<file path="src/hw/rtl/pelco_d_frame_transceiver_top_defines.svh">
// Assertion macros shared by the frame transceiver RTL.
`ifndef PELCO_D_FRAME_TRANSCEIVER_TOP_DEFINES_SVH
`define PELCO_D_FRAME_TRANSCEIVER_TOP_DEFINES_SVH

`ifndef SYNTH
// Check that prop holds at every clock edge outside reset.
`define PDFT_ASSERT(label, prop, msg) \
   label: assert property (@(posedge clock) disable iff (reset) (prop)) else $error(msg);
// Check that cond never holds outside reset.
`define PDFT_NEVER(label, cond, msg) \
   label: assert property (@(posedge clock) disable iff (reset) !(cond)) else $error(msg);
`else
`define PDFT_ASSERT(label, prop, msg)
`define PDFT_NEVER(label, cond, msg)
`endif

`endif

</file>
<file path="src/hw/rtl/pdft_pkg.sv">
// Types, codes and helper functions of the frame transceiver.
`timescale 1ns / 1ps
package pdft_pkg;

   localparam int FRAME_BYTES = 7;
   localparam int TIMER_BITS = 16;
   localparam int IDX_BITS = $clog2(FRAME_BYTES);
   localparam int FILL_BITS = $clog2(FRAME_BYTES + 1);

   localparam logic [7:0] SYNC_BYTE = 8'hFF;
   localparam logic [7:0] DEF_ADDRESS = 8'h01;
   localparam logic [7:0] DEF_ECHO_MS = 8'd10;

   // request opcodes
   localparam logic [1:0] OP_RX = 2'd0;
   localparam logic [1:0] OP_SEND = 2'd1;
   localparam logic [1:0] OP_TICK = 2'd2;

   // configuration register indexes
   localparam logic CSR_ADDRESS = 1'b0;
   localparam logic CSR_ECHO_MS = 1'b1;

   // result kinds
   localparam logic KIND_TX = 1'b0;
   localparam logic KIND_REPLY = 1'b1;

   // reply classes
   localparam logic [2:0] CLS_SWITCH = 3'd0;
   localparam logic [2:0] CLS_BRIGHT = 3'd1;
   localparam logic [2:0] CLS_POSITION = 3'd2;
   localparam logic [2:0] CLS_ANGLE = 3'd3;
   localparam logic [2:0] CLS_FAN = 3'd4;
   localparam logic [2:0] CLS_VERSION = 3'd5;
   localparam logic [2:0] CLS_UNPARSED = 3'd6;

   typedef logic [FRAME_BYTES-1:0][7:0] frame_type;

   typedef struct packed {
      logic        laser_on;
      logic        fan_on;
      logic [7:0]  brightness;
      logic [15:0] position;
      logic [15:0] angle;
   } status_type;

   typedef struct packed {
      logic       good;
      frame_type  bytes;
   } rx_frame_type;

   typedef struct packed {
      logic       kind;
      frame_type  bytes;
      logic [2:0] cls;
      status_type status;
   } job_type;

   typedef struct packed {
      logic        valid;
      logic        kind;
      logic [7:0]  tx_byte;
      logic        last;
      logic [2:0]  cls;
      logic [7:0]  cmd_one;
      logic [7:0]  cmd_two;
      logic [15:0] payload;
      status_type  status;
   } rsp_type;

   function automatic logic [7:0] frame_sum(input frame_type f);
      logic [7:0] s;
      s = f[1] + f[2] + f[3] + f[4] + f[5];
      return s;
   endfunction

   function automatic logic [2:0] classify(input logic [7:0] c1, input logic [7:0] c2);
      logic [2:0] c;
      if (c1 == 8'h02 && c2 == 8'h01) c = CLS_SWITCH;
      else if (c1 == 8'h02 && c2 == 8'h03) c = CLS_BRIGHT;
      else if (c1 == 8'h02 && c2 == 8'h05) c = CLS_POSITION;
      else if (c1 == 8'h09 && c2 == 8'h01) c = CLS_ANGLE;
      else if (c1 == 8'h02 && c2 == 8'h0F) c = CLS_FAN;
      else if (c1 == 8'h20 || c1 == 8'h21 || c1 == 8'h22) c = CLS_VERSION;
      else c = CLS_UNPARSED;
      return c;
   endfunction

endpackage

</file>
<file path="src/hw/rtl/pelco_d_frame_transceiver_top.sv">
// Frame transceiver top level: sending, echo filter, status and timer.
//
// Request channel (req_*): opcode 0 delivers a received serial byte, opcode 1
// sends a frame built from device_address and the four command/data bytes,
// opcode 2 is a one-millisecond tick, opcode 3 is ignored.
// Response channel (rsp_*): a send yields seven transmit results (FF, address,
// cmd1, cmd2, data1, data2, checksum), the last flagged by rsp_last_of_run.
// A received byte that completes a good frame, other than a local echo,
// yields one reply result with its class. Every result carries the status
// registers as updated by its own request.
// The first result of a request is registered in the queue and offered once
// the results ahead of it have been taken.
// Throughput: one request per cycle; a two-entry result queue takes the next
// request while a result waits, so req_stall rises only when both entries
// hold work, and a send occupies the output for its seven transmit results.
// Stalling the response channel holds the current result and, once the queue
// is full, stalls the request channel.
// Reset: empties the queue and window, clears the status, sets the ms
// counter to all ones, device_address to 1 and echo_window_ms to 10.
// csr_*: write-only registers, index 0 device_address, 1 echo_window_ms.
`timescale 1ns / 1ps
module pelco_d_frame_transceiver_top
   import pdft_pkg::*;
(
   input  logic        clock,
   input  logic        reset,
   input  logic        req_valid,
   output logic        req_stall,
   input  logic [1:0]  req_opcode,
   input  logic [7:0]  req_rx_byte,
   input  logic [7:0]  req_command_one,
   input  logic [7:0]  req_command_two,
   input  logic [7:0]  req_data_one,
   input  logic [7:0]  req_data_two,
   output logic        rsp_valid,
   input  logic        rsp_stall,
   output logic        rsp_result_kind,
   output logic [7:0]  rsp_tx_byte,
   output logic        rsp_last_of_run,
   output logic [2:0]  rsp_reply_class,
   output logic [7:0]  rsp_reply_cmd_one,
   output logic [7:0]  rsp_reply_cmd_two,
   output logic [15:0] rsp_reply_payload,
   output logic        rsp_laser_on,
   output logic        rsp_fan_on,
   output logic [7:0]  rsp_brightness_level,
   output logic [15:0] rsp_travel_position,
   output logic [15:0] rsp_angle_centideg,
   input  logic        csr_we,
   input  logic        csr_index,
   input  logic [7:0]  csr_wdata
);

   logic [7:0]            address_ff, echo_ms_ff;
   frame_type             sent_ff, sent_in;
   logic                  sent_valid_ff, sent_valid_in;
   logic [TIMER_BITS-1:0] ms_ff, ms_in;
   status_type            status_ff, status_in;

   logic         accept, is_rx, is_send, is_tick;
   rx_frame_type rx_frame;
   frame_type    tx_frame;
   logic         echo, reply;
   logic [2:0]   cls;
   logic         push;
   job_type      job;
   logic         q_full;
   rsp_type      rsp;

   assign accept = req_valid && !req_stall;
   assign is_rx = accept && req_opcode == OP_RX;
   assign is_send = accept && req_opcode == OP_SEND;
   assign is_tick = accept && req_opcode == OP_TICK;
   assign req_stall = q_full;

   pdft_rx u_rx (
      .clock   (clock),
      .reset   (reset),
      .take    (is_rx),
      .rx_byte (req_rx_byte),
      .frame   (rx_frame)
   );

   always_comb begin
      tx_frame[0] = SYNC_BYTE;
      tx_frame[1] = address_ff;
      tx_frame[2] = req_command_one;
      tx_frame[3] = req_command_two;
      tx_frame[4] = req_data_one;
      tx_frame[5] = req_data_two;
      tx_frame[6] = 8'h00;
      tx_frame[6] = frame_sum(tx_frame);
   end

   assign echo = sent_valid_ff && (rx_frame.bytes == sent_ff) &&
                 (ms_ff <= TIMER_BITS'(echo_ms_ff));
   assign reply = rx_frame.good && !echo;
   assign cls = classify(rx_frame.bytes[2], rx_frame.bytes[3]);

   always_comb begin
      status_in = status_ff;
      if (reply) begin
         case (cls)
            CLS_SWITCH:   status_in.laser_on = (rx_frame.bytes[4] != 8'h00);
            CLS_BRIGHT:   status_in.brightness = rx_frame.bytes[4];
            CLS_POSITION: status_in.position = {rx_frame.bytes[4], rx_frame.bytes[5]};
            CLS_ANGLE:    status_in.angle = {rx_frame.bytes[4], rx_frame.bytes[5]};
            CLS_FAN:      status_in.fan_on = (rx_frame.bytes[4] != 8'h00);
            default:      status_in = status_ff;
         endcase
      end
   end

   always_comb begin
      sent_in = sent_ff;
      sent_valid_in = sent_valid_ff;
      ms_in = ms_ff;
      if (is_send) begin
         sent_in = tx_frame;
         sent_valid_in = 1'b1;
         ms_in = '0;
      end else if (is_tick && ms_ff != '1) begin
         ms_in = ms_ff + TIMER_BITS'(1);
      end
   end

   assign push = is_send || reply;
   always_comb begin
      job.kind = is_send ? KIND_TX : KIND_REPLY;
      job.bytes = is_send ? tx_frame : rx_frame.bytes;
      job.cls = cls;
      job.status = status_in;
   end

   always_ff @(posedge clock) begin
      if (reset) begin
         address_ff <= DEF_ADDRESS;
         echo_ms_ff <= DEF_ECHO_MS;
         sent_ff <= '0;
         sent_valid_ff <= 1'b0;
         ms_ff <= '1;
         status_ff <= '0;
      end else begin
         if (csr_we) begin
            case (csr_index)
               CSR_ADDRESS: address_ff <= csr_wdata;
               CSR_ECHO_MS: echo_ms_ff <= csr_wdata;
               default:     address_ff <= address_ff;
            endcase
         end
         sent_ff <= sent_in;
         sent_valid_ff <= sent_valid_in;
         ms_ff <= ms_in;
         status_ff <= status_in;
      end
   end

   pdft_jobq u_jobq (
      .clock     (clock),
      .reset     (reset),
      .push      (push),
      .push_job  (job),
      .rsp_stall (rsp_stall),
      .full      (q_full),
      .rsp       (rsp)
   );

   assign rsp_valid = rsp.valid;
   assign rsp_result_kind = rsp.kind;
   assign rsp_tx_byte = rsp.tx_byte;
   assign rsp_last_of_run = rsp.last;
   assign rsp_reply_class = rsp.cls;
   assign rsp_reply_cmd_one = rsp.cmd_one;
   assign rsp_reply_cmd_two = rsp.cmd_two;
   assign rsp_reply_payload = rsp.payload;
   assign rsp_laser_on = rsp.status.laser_on;
   assign rsp_fan_on = rsp.status.fan_on;
   assign rsp_brightness_level = rsp.status.brightness;
   assign rsp_travel_position = rsp.status.position;
   assign rsp_angle_centideg = rsp.status.angle;

endmodule

</file>
<file path="src/hw/rtl/pdft_rx.sv">
// Receive window: sync hunt, checksum check and resync after a bad frame.
`timescale 1ns / 1ps
module pdft_rx
   import pdft_pkg::*;
(
   input  logic         clock,
   input  logic         reset,
   input  logic         take,
   input  logic [7:0]   rx_byte,
   output rx_frame_type frame
);

   frame_type             window_ff, window_in;
   logic [FILL_BITS-1:0]  fill_ff, fill_in;
   frame_type             w;
   logic [IDX_BITS-1:0]   k;
   logic                  found;

   always_comb begin
      window_in = window_ff;
      fill_in = fill_ff;
      w = window_ff;
      k = IDX_BITS'(1);
      found = 1'b0;
      frame.good = 1'b0;
      w[fill_ff[IDX_BITS-1:0]] = rx_byte;
      frame.bytes = w;
      if (take && !(fill_ff == '0 && rx_byte != SYNC_BYTE)) begin
         if (fill_ff != FILL_BITS'(FRAME_BYTES - 1)) begin
            window_in = w;
            fill_in = fill_ff + FILL_BITS'(1);
         end else if (w[FRAME_BYTES-1] == frame_sum(w)) begin
            frame.good = 1'b1;
            fill_in = '0;
         end else begin
            // drop the lead byte, then resync on the next FF in the window
            for (int i = FRAME_BYTES - 1; i >= 1; i--) begin
               if (w[i] == SYNC_BYTE) begin
                  k = IDX_BITS'(i);
                  found = 1'b1;
               end
            end
            window_in = w >> (8 * k);
            fill_in = found ? FILL_BITS'(FRAME_BYTES) - FILL_BITS'(k) : '0;
         end
      end
   end

   always_ff @(posedge clock) begin
      if (reset) begin
         window_ff <= '0;
         fill_ff <= '0;
      end else begin
         window_ff <= window_in;
         fill_ff <= fill_in;
      end
   end

endmodule

</file>
<file path="src/hw/rtl/pdft_jobq.sv">
// Two-slot result queue; plays a transmit run out one byte per cycle while rsp_stall is low.
`timescale 1ns / 1ps
`include "pelco_d_frame_transceiver_top_defines.svh"
module pdft_jobq
   import pdft_pkg::*;
(
   input  logic    clock,
   input  logic    reset,
   input  logic    push,
   input  job_type push_job,
   input  logic    rsp_stall,
   output logic    full,
   output rsp_type rsp
);

   localparam logic [IDX_BITS-1:0] LAST_IDX = IDX_BITS'(FRAME_BYTES - 1);

   job_type              a_ff, a_in, b_ff, b_in;
   logic                 a_valid_ff, a_valid_in, b_valid_ff, b_valid_in;
   logic [IDX_BITS-1:0]  idx_ff, idx_in;
   logic                 send, is_tx, pop;

   assign is_tx = (a_ff.kind == KIND_TX);
   assign send = a_valid_ff && !rsp_stall;
   assign pop = send && (!is_tx || idx_ff == LAST_IDX);
   assign full = b_valid_ff;

   always_comb begin
      a_in = a_ff;
      b_in = b_ff;
      a_valid_in = a_valid_ff;
      b_valid_in = b_valid_ff;
      idx_in = idx_ff;
      if (!a_valid_ff || pop) begin
         idx_in = '0;
         if (b_valid_ff) begin
            a_in = b_ff;
            a_valid_in = 1'b1;
            b_valid_in = 1'b0;
         end else begin
            a_in = push_job;
            a_valid_in = push;
         end
      end else begin
         if (send) idx_in = idx_ff + IDX_BITS'(1);
         // hold the new request behind the one still draining
         if (push) begin
            b_in = push_job;
            b_valid_in = 1'b1;
         end
      end
   end

   always_ff @(posedge clock) begin
      if (reset) begin
         a_valid_ff <= 1'b0;
         b_valid_ff <= 1'b0;
         idx_ff <= '0;
      end else begin
         a_valid_ff <= a_valid_in;
         b_valid_ff <= b_valid_in;
         idx_ff <= idx_in;
      end
      a_ff <= a_in;
      b_ff <= b_in;
   end

   always_comb begin
      rsp.valid = a_valid_ff;
      rsp.kind = a_ff.kind;
      rsp.status = a_ff.status;
      if (is_tx) begin
         rsp.tx_byte = a_ff.bytes[idx_ff];
         rsp.last = (idx_ff == LAST_IDX);
         rsp.cls = '0;
         rsp.cmd_one = '0;
         rsp.cmd_two = '0;
         rsp.payload = '0;
      end else begin
         rsp.tx_byte = '0;
         rsp.last = 1'b0;
         rsp.cls = a_ff.cls;
         rsp.cmd_one = a_ff.bytes[2];
         rsp.cmd_two = a_ff.bytes[3];
         rsp.payload = {a_ff.bytes[4], a_ff.bytes[5]};
      end
   end

   `PDFT_ASSERT(a_b_order, b_valid_ff |-> a_valid_ff, "second slot filled ahead of first")
   `PDFT_NEVER(reply_idx_zero, a_valid_ff && !is_tx && idx_ff != '0, "reply with run index")
   `PDFT_ASSERT(b_holds, (b_valid_ff && !pop) |=> b_valid_ff, "queued request lost")
   `PDFT_NEVER(push_when_full, push && b_valid_ff, "request taken with queue full")

endmodule
</file>
<file path="config.mk">
export PLATFORM = sky130hd
export DESIGN_NAME = pelco_d_frame_transceiver_top
export DESIGN_NICKNAME = d
export VERILOG_FILES = /design/src/hw/rtl/pdft_pkg.sv /design/src/hw/rtl/pelco_d_frame_transceiver_top.sv /design/src/hw/rtl/pdft_rx.sv /design/src/hw/rtl/pdft_jobq.sv
export VERILOG_INCLUDE_DIRS = /design/src /design/src/hw/rtl
export SDC_FILE = /design/constraint.sdc
export NUM_CORES = 1
export LEC_CHECK = 0
export BUFFER_PORTS_ARGS = -buffer_cell sky130_fd_sc_hd__buf_2
export CAP_MARGIN = 20
export CORE_MARGIN = 2
export CORE_UTILIZATION = 60
export CTS_CLUSTER_SIZE = 28
export DETAILED_ROUTE_END_ITERATION = 10
export PLACE_DENSITY = 0.79
export RECOVER_POWER = 50
export SETUP_SLACK_MARGIN = 0.1
export SYNTH_ARGS = -nofsm -noshare
export SYNTH_HDL_FRONTEND = slang
export SYNTH_SLANG_ARGS = --single-unit
export TNS_END_PERCENT = 50
</file>
<file path="constraint.sdc">
create_clock -name clock -period 36.1 [get_ports clock]
set_input_delay 1.805 -clock clock [delete_from_list [all_inputs] [get_ports clock]]
set_output_delay 1.805 -clock clock [all_outputs]
set_load 0.02 [all_outputs]
</file>
[After elaboration in Yosys (flattened, before gate mapping)]
Cells that the tools add are included.
W data, S select, Z words.
Word-level totals
  register bits after elaboration: 392
  bits in latches: 0
  memory bits (writable): 0
  memory bits (read-only): 0
  output and inout bits: 89
  word-level logic and storage cells: 190
  memories kept: 0
Operators by class
  $add $sub $neg: 12
  multipliers: 0
  divide/modulo/power cells: 0
  order comparisons: 4
  equal/unequal tests: 28
  shift operators: 1
  multiplexer cells: 50
  bitwise gates (word level): 2
  reductions and logical operators: 38
Operator list (number)
  $mux W56: 3
  $mux W102: 1
  $add A8 B8 Y8: 8
  $mux W16: 4
  $bwmux W56: 1
  $eq A56 B56 Y1: 1
  $shr A56 B6 Y56: 1
  $eq A8 B8 Y1 const B: 6
  $mux W3: 16
  $mux W44: 1
  $mux W42: 1
  $bmux W8 S3: 1
  $demux W8 S3: 1
  $eq A8 B6 Y1 const B: 3
  $mux W8: 3
  $logic_and A1 B1 Y1: 18
  $add A16 B1 Y16 const B: 1
  $eq A8 B2 Y1 const B: 2
  $eq A8 B4 Y1 const B: 2
  $le A16 B8 Y1: 1
  $mux W1: 16
  $ne A16 B16 Y1 const B: 1
  $eq A8 B1 Y1 const B: 1
  $eq A8 B3 Y1 const B: 1
  other kinds (23): 41

[Longest topological paths before layout]
  word-level depth: 19
  mapped depth: 25

[Modules after synthesis]
A second synthesis with hierarchy kept.
Unflattened totals
  cell total of the unflattened synthesis: 2060
  area total of the unflattened synthesis: 21566.9 um2
By module, submodules not included
  pdft_jobq: instances 1, cells each 481, area an instance 8684.6 um2, sequential area each 6226.0 um2
  pelco_d_frame_transceiver_top: instances 1, cells each 927, area an instance 7380.8 um2, sequential area each 2462.4 um2
  pdft_rx: instances 1, cells each 652, area an instance 5501.5 um2, sequential area each 1181.1 um2

[Worst setup path before layout]
No wires, ideal clock.
  kind: in2reg
  start: input rsp_stall
  end: register u_jobq.b_ff[0] (netlist name) (enable)
  arrival time: 13.443 ns
  data required time: 34.425 ns
  slack: 20.982 ns
  stages on the path: 2
  path through: o21ai_1 > a21oi_1
On the way
  word-level cells in the longest chain between the ends: 6
RTL lines
  start, declared: line pelco_d_frame_transceiver_top.sv:36  | input logic rsp_stall,
  $logic_not A1 Y1: line pdft_jobq.sv:24  | assign send = a_valid_ff && !rsp_stall;
  $logic_and A1 B1 Y1: line pdft_jobq.sv:24
  $logic_and A1 B1 Y1: line pdft_jobq.sv:25  | assign pop = send && (!is_tx || idx_ff == LAST_IDX);
  $logic_or A1 B1 Y1: line pdft_jobq.sv:34  | if (!a_valid_ff || pop) begin
  $not A1 Y1 (no source line)
  $reduce_and A2 Y1 (no source line)
  end signal, assigned: line pdft_jobq.sv:65  | b_ff <= b_in;
  end, declared: line pdft_jobq.sv:18  | job_type a_ff, a_in, b_ff, b_in;
Every way passes these cells.
A chain may end at the register's enable or synchronous reset.

==> flow_summary.ini <==
[outcome]
run_status = finished with violations
failed_checks = max-capacitance violations, max-slew violations

[synth]
synth-seq-area-share = 0.450
synth_flop_cell = edfxtp_1
ys_top_cells_by_count = nand2_1 (253), nor2_1 (210), edfxtp_1 (204), dfxtp_1 (187), a21oi_1 (176)
synthesis.area_mm2 = 0.0220
syn_nets = 2376
yosysMostFrequentCell = nand2_1
synth.area.top_cells = edfxtp_1 (28%), dfxtp_1 (17%), mux2i_1 (5.2%), mux2_2 (4.8%), nand2_1 (4.3%)
synth_xor_area_frac = 0.0299
ys_seq_elements = 391
synth-warning-count = 0
synth-simple-area-share = 0.157
synth-edff-count = 204
synth_top_area_share = 0.279
yosys.area.top_type = edfxtp_1
synthArstFlopShare = 0
postSynthAreaPerCell_um2 = 9.76
synthDistinctLibCells = 81
syn_inst = 2250
synth_top_family_by_area = simple AND/OR/NAND/NOR gates
synth-adder-area-share = 0.0529
synth_compound_area_frac = 0.140
synth_mux_area_frac = 0.111

[detailed_routing]
vias_per_cell = 6.67
drtPass1Iterations = 9
drt_iter0_markers = 2879
antenna_left = 0
post_drt_wl_per_cell_um = 26.5
vias = 18800
wl_mm = 74.5
drc = 0

[sta]
timing.hold.ws_ns = 0.462
finalCritPeriodShare = 0.222
hold_violations = 0
worst_slew_pin_slew_ns = 4.28
skew_ns = 0.0234
maxSlewViolCount = 496
fmax_mhz = 125
rsz0062_at_grt = false
finalSetupViolCount = 0
setup_tns_ns = 0
fin_crit_ns = 8.02
max_slew_margin = -1.85

[worst_setup_path]
start_kind = input port
crit_type = in2reg
crit_slowest_cell = clkbuf_1
worstSetupEndpointType = flip-flop
crit_fanout = 95
critPathArrivalTime_ns = 8.34
required_ns = 36.43
path_cells = buf_2 -> nand3_1 -> nor2_4 -> clkinvlp_2 -> clkbuf_1 -> a21oi_1 -> mux2_2
cp_slowest_stage_delay_ns = 2.91

[pwr]
p_leak_nw = 9.67
power_density_mw_per_mm2 = 43.2
comb_power_share = 0.104
p_int_uw = 781
swShare = 0.254
worst_ir_drop_vdd_v = 0.0000370
p_switching_uw = 266
p_seq_frac = 0.466
p_clk_frac = 0.430

[die]
die_area_mm2 = 0.0381
io_pins = 145
die_h_um = 195
core_mm2 = 0.0363
start_util = 0.604
rows = 70
die_w_um = 195

[clocking]
clkSlewWorstSetupHoldPaths_ns = 0.06
cts_tree = done
clock_latency_ns = 0.59
postCtsSetupRepairBufs = 0
clock_path_buffers = 3
htreeDepth = 2
hold_buffers = 0
clock-sinks = 391
cts_root_buf = clkbuf_16
cts_buffers = 42
cts_resized = 0

[grt]
grt_overflow = 0
grt_use_total = 0.385
antenna_found_initial = 5
grt_pass1_vias = 17600
grt_pass1_wl_mm = 110
grt_max_degree = 96

[finish]
nNetsFinal = 2439
diodes = 0
postLayoutCoreUtil = 0.667
drive_above_1_share = 0.142
syn2layout_area_growth_pct = 10.4

[placement]
place.gp.congestion = 1.09
dpl.hpwl_mm = 52.2
io_buffers = 144

[run]
cap_violations = 7

[worst_hold_path]
worstHoldPathType = reg2reg
[sequential cells by signal, summed over array words and instances, names as in the netlist]
register	flops
u_rx.window_ff	56
u_jobq.full	1
u_jobq.a_valid_ff	1
u_rx.fill_ff	3
status_ff	42
u_jobq.idx_ff	3
u_jobq.b_ff	102
address_ff	8
u_jobq.a_ff	59
echo_ms_ff	8
u_jobq.rsp	43
sent_valid_ff	1
ms_ff	16
sent_ff	48
[path summary, 6_finish.rpt]
kind                                 from                    endpoint  slack [ns]  cells past startpoint
max                             req_valid   u_jobq.a_ff[67]$_DFFE_PP_       28.08                      7
min            echo_ms_ff[2]$_SDFFE_PP0P_  echo_ms_ff[2]$_SDFFE_PP0P_        0.46                      2
max reg2reg  u_rx.fill_ff[1]$_SDFFE_PP0P_   u_jobq.b_ff[52]$_DFFE_PP_       28.41                     20
min reg2reg    echo_ms_ff[2]$_SDFFE_PP0P_  echo_ms_ff[2]$_SDFFE_PP0P_        0.46                      2
[worst max-delay path, delay by kind of cell]
kind / cells / cell delay (ns)
AO/OA/AOI/OAI: 1 / 1.03
AND/OR/NAND/NOR: 2 / 0.20
buffers and inverters: 3 / 4.55
multiplexers: 1 / 0.62
[per-layer routing]
layer  share of wire  GRT usage
met5         0.00067    0.00511
met2            0.42      0.559
met4           0.054      0.179
met3            0.14      0.125
met1            0.38      0.525
[power by group through the flow]
| stage | sequential [mW] | clock [mW] | combinational [mW] |
|---|---|---|---|
| 6_report | 0.488 | 0.450 | 0.109 |
| 5_1_grt | 0.488 | 0.470 | 0.116 |
| 4_1_cts | 0.487 | 0.452 | 0.105 |
| 3_5_place_dp | 0.496 | 0 | 0.103 |
| 3_3_place_gp | 0.496 | 0 | 0.100 |
| 2_1_floorplan | 0.493 | 0 | 0.0710 |
[stage by stage]
stage | area, um2 | setup slack [ns] | power, mW | instances
after floorplan | 22000 | 20.98 | 0.564 | 2250
after global placement | 22900 | 28.31 | 0.596 | 2735
after detailed placement | 22900 | 28.13 | 0.599 | 2735
after CTS | 24300 | 28.67 | 1.04 | 2813
after global routing | 24200 | 27.68 | 1.07 | 2815
final | 24200 | 28.08 | 1.05 | 2815
[area by class of cell]
type,count,area (um2)
inverter,107,403
clock buffer,57,1160
fill,2829,12100
timing repair buffer,208,1110
multi-input combinational,1563,10800
tap,468,586
sequential,391,9870
clock inverter,21,283
[kinds of logic after synthesis]
group	Yosys count
flops	391
fa+ha+maj	70
simple gates	734
buf+inv	296
xor+xnor	70
compound gates	470
mux	219
[layout by cell type, fill, tap and decap left out, types with 11 or more instances in the layout]
master / Yosys / routed
nand2_1: 253 / 253
nor2_1: 210 / 208
edfxtp_1: 204 / 204
dfxtp_1: 187 / 187
a21oi_1: 176 / 174
mux2i_1: 115 / 114
inv_1: 104 / 103
mux2_2: 94 / 89
buf_2: 9 / 82
clkbuf_1: 126 / 78
o21ai_0: 59 / 59
buf_4: 43 / 57
nor3_1: 51 / 50
xnor2_1: 46 / 46
clkbuf_16: 0 / 42
fa_1: 38 / 38
a211oi_1: 33 / 33
nand3_1: 32 / 32
ha_1: 32 / 32
a221oi_1: 29 / 29
nand4_1: 28 / 28
and2_1: 44 / 26
nor2b_1: 26 / 26
a21o_1: 25 / 25
nand2b_1: 23 / 23
o211ai_1: 22 / 22
xor2_1: 21 / 21
and2_0: 2 / 20
o22ai_1: 19 / 19
nand3b_1: 13 / 13
o21ai_1: 14 / 12
nor4_1: 11 / 11
Power figures use the tool's default switching activity.
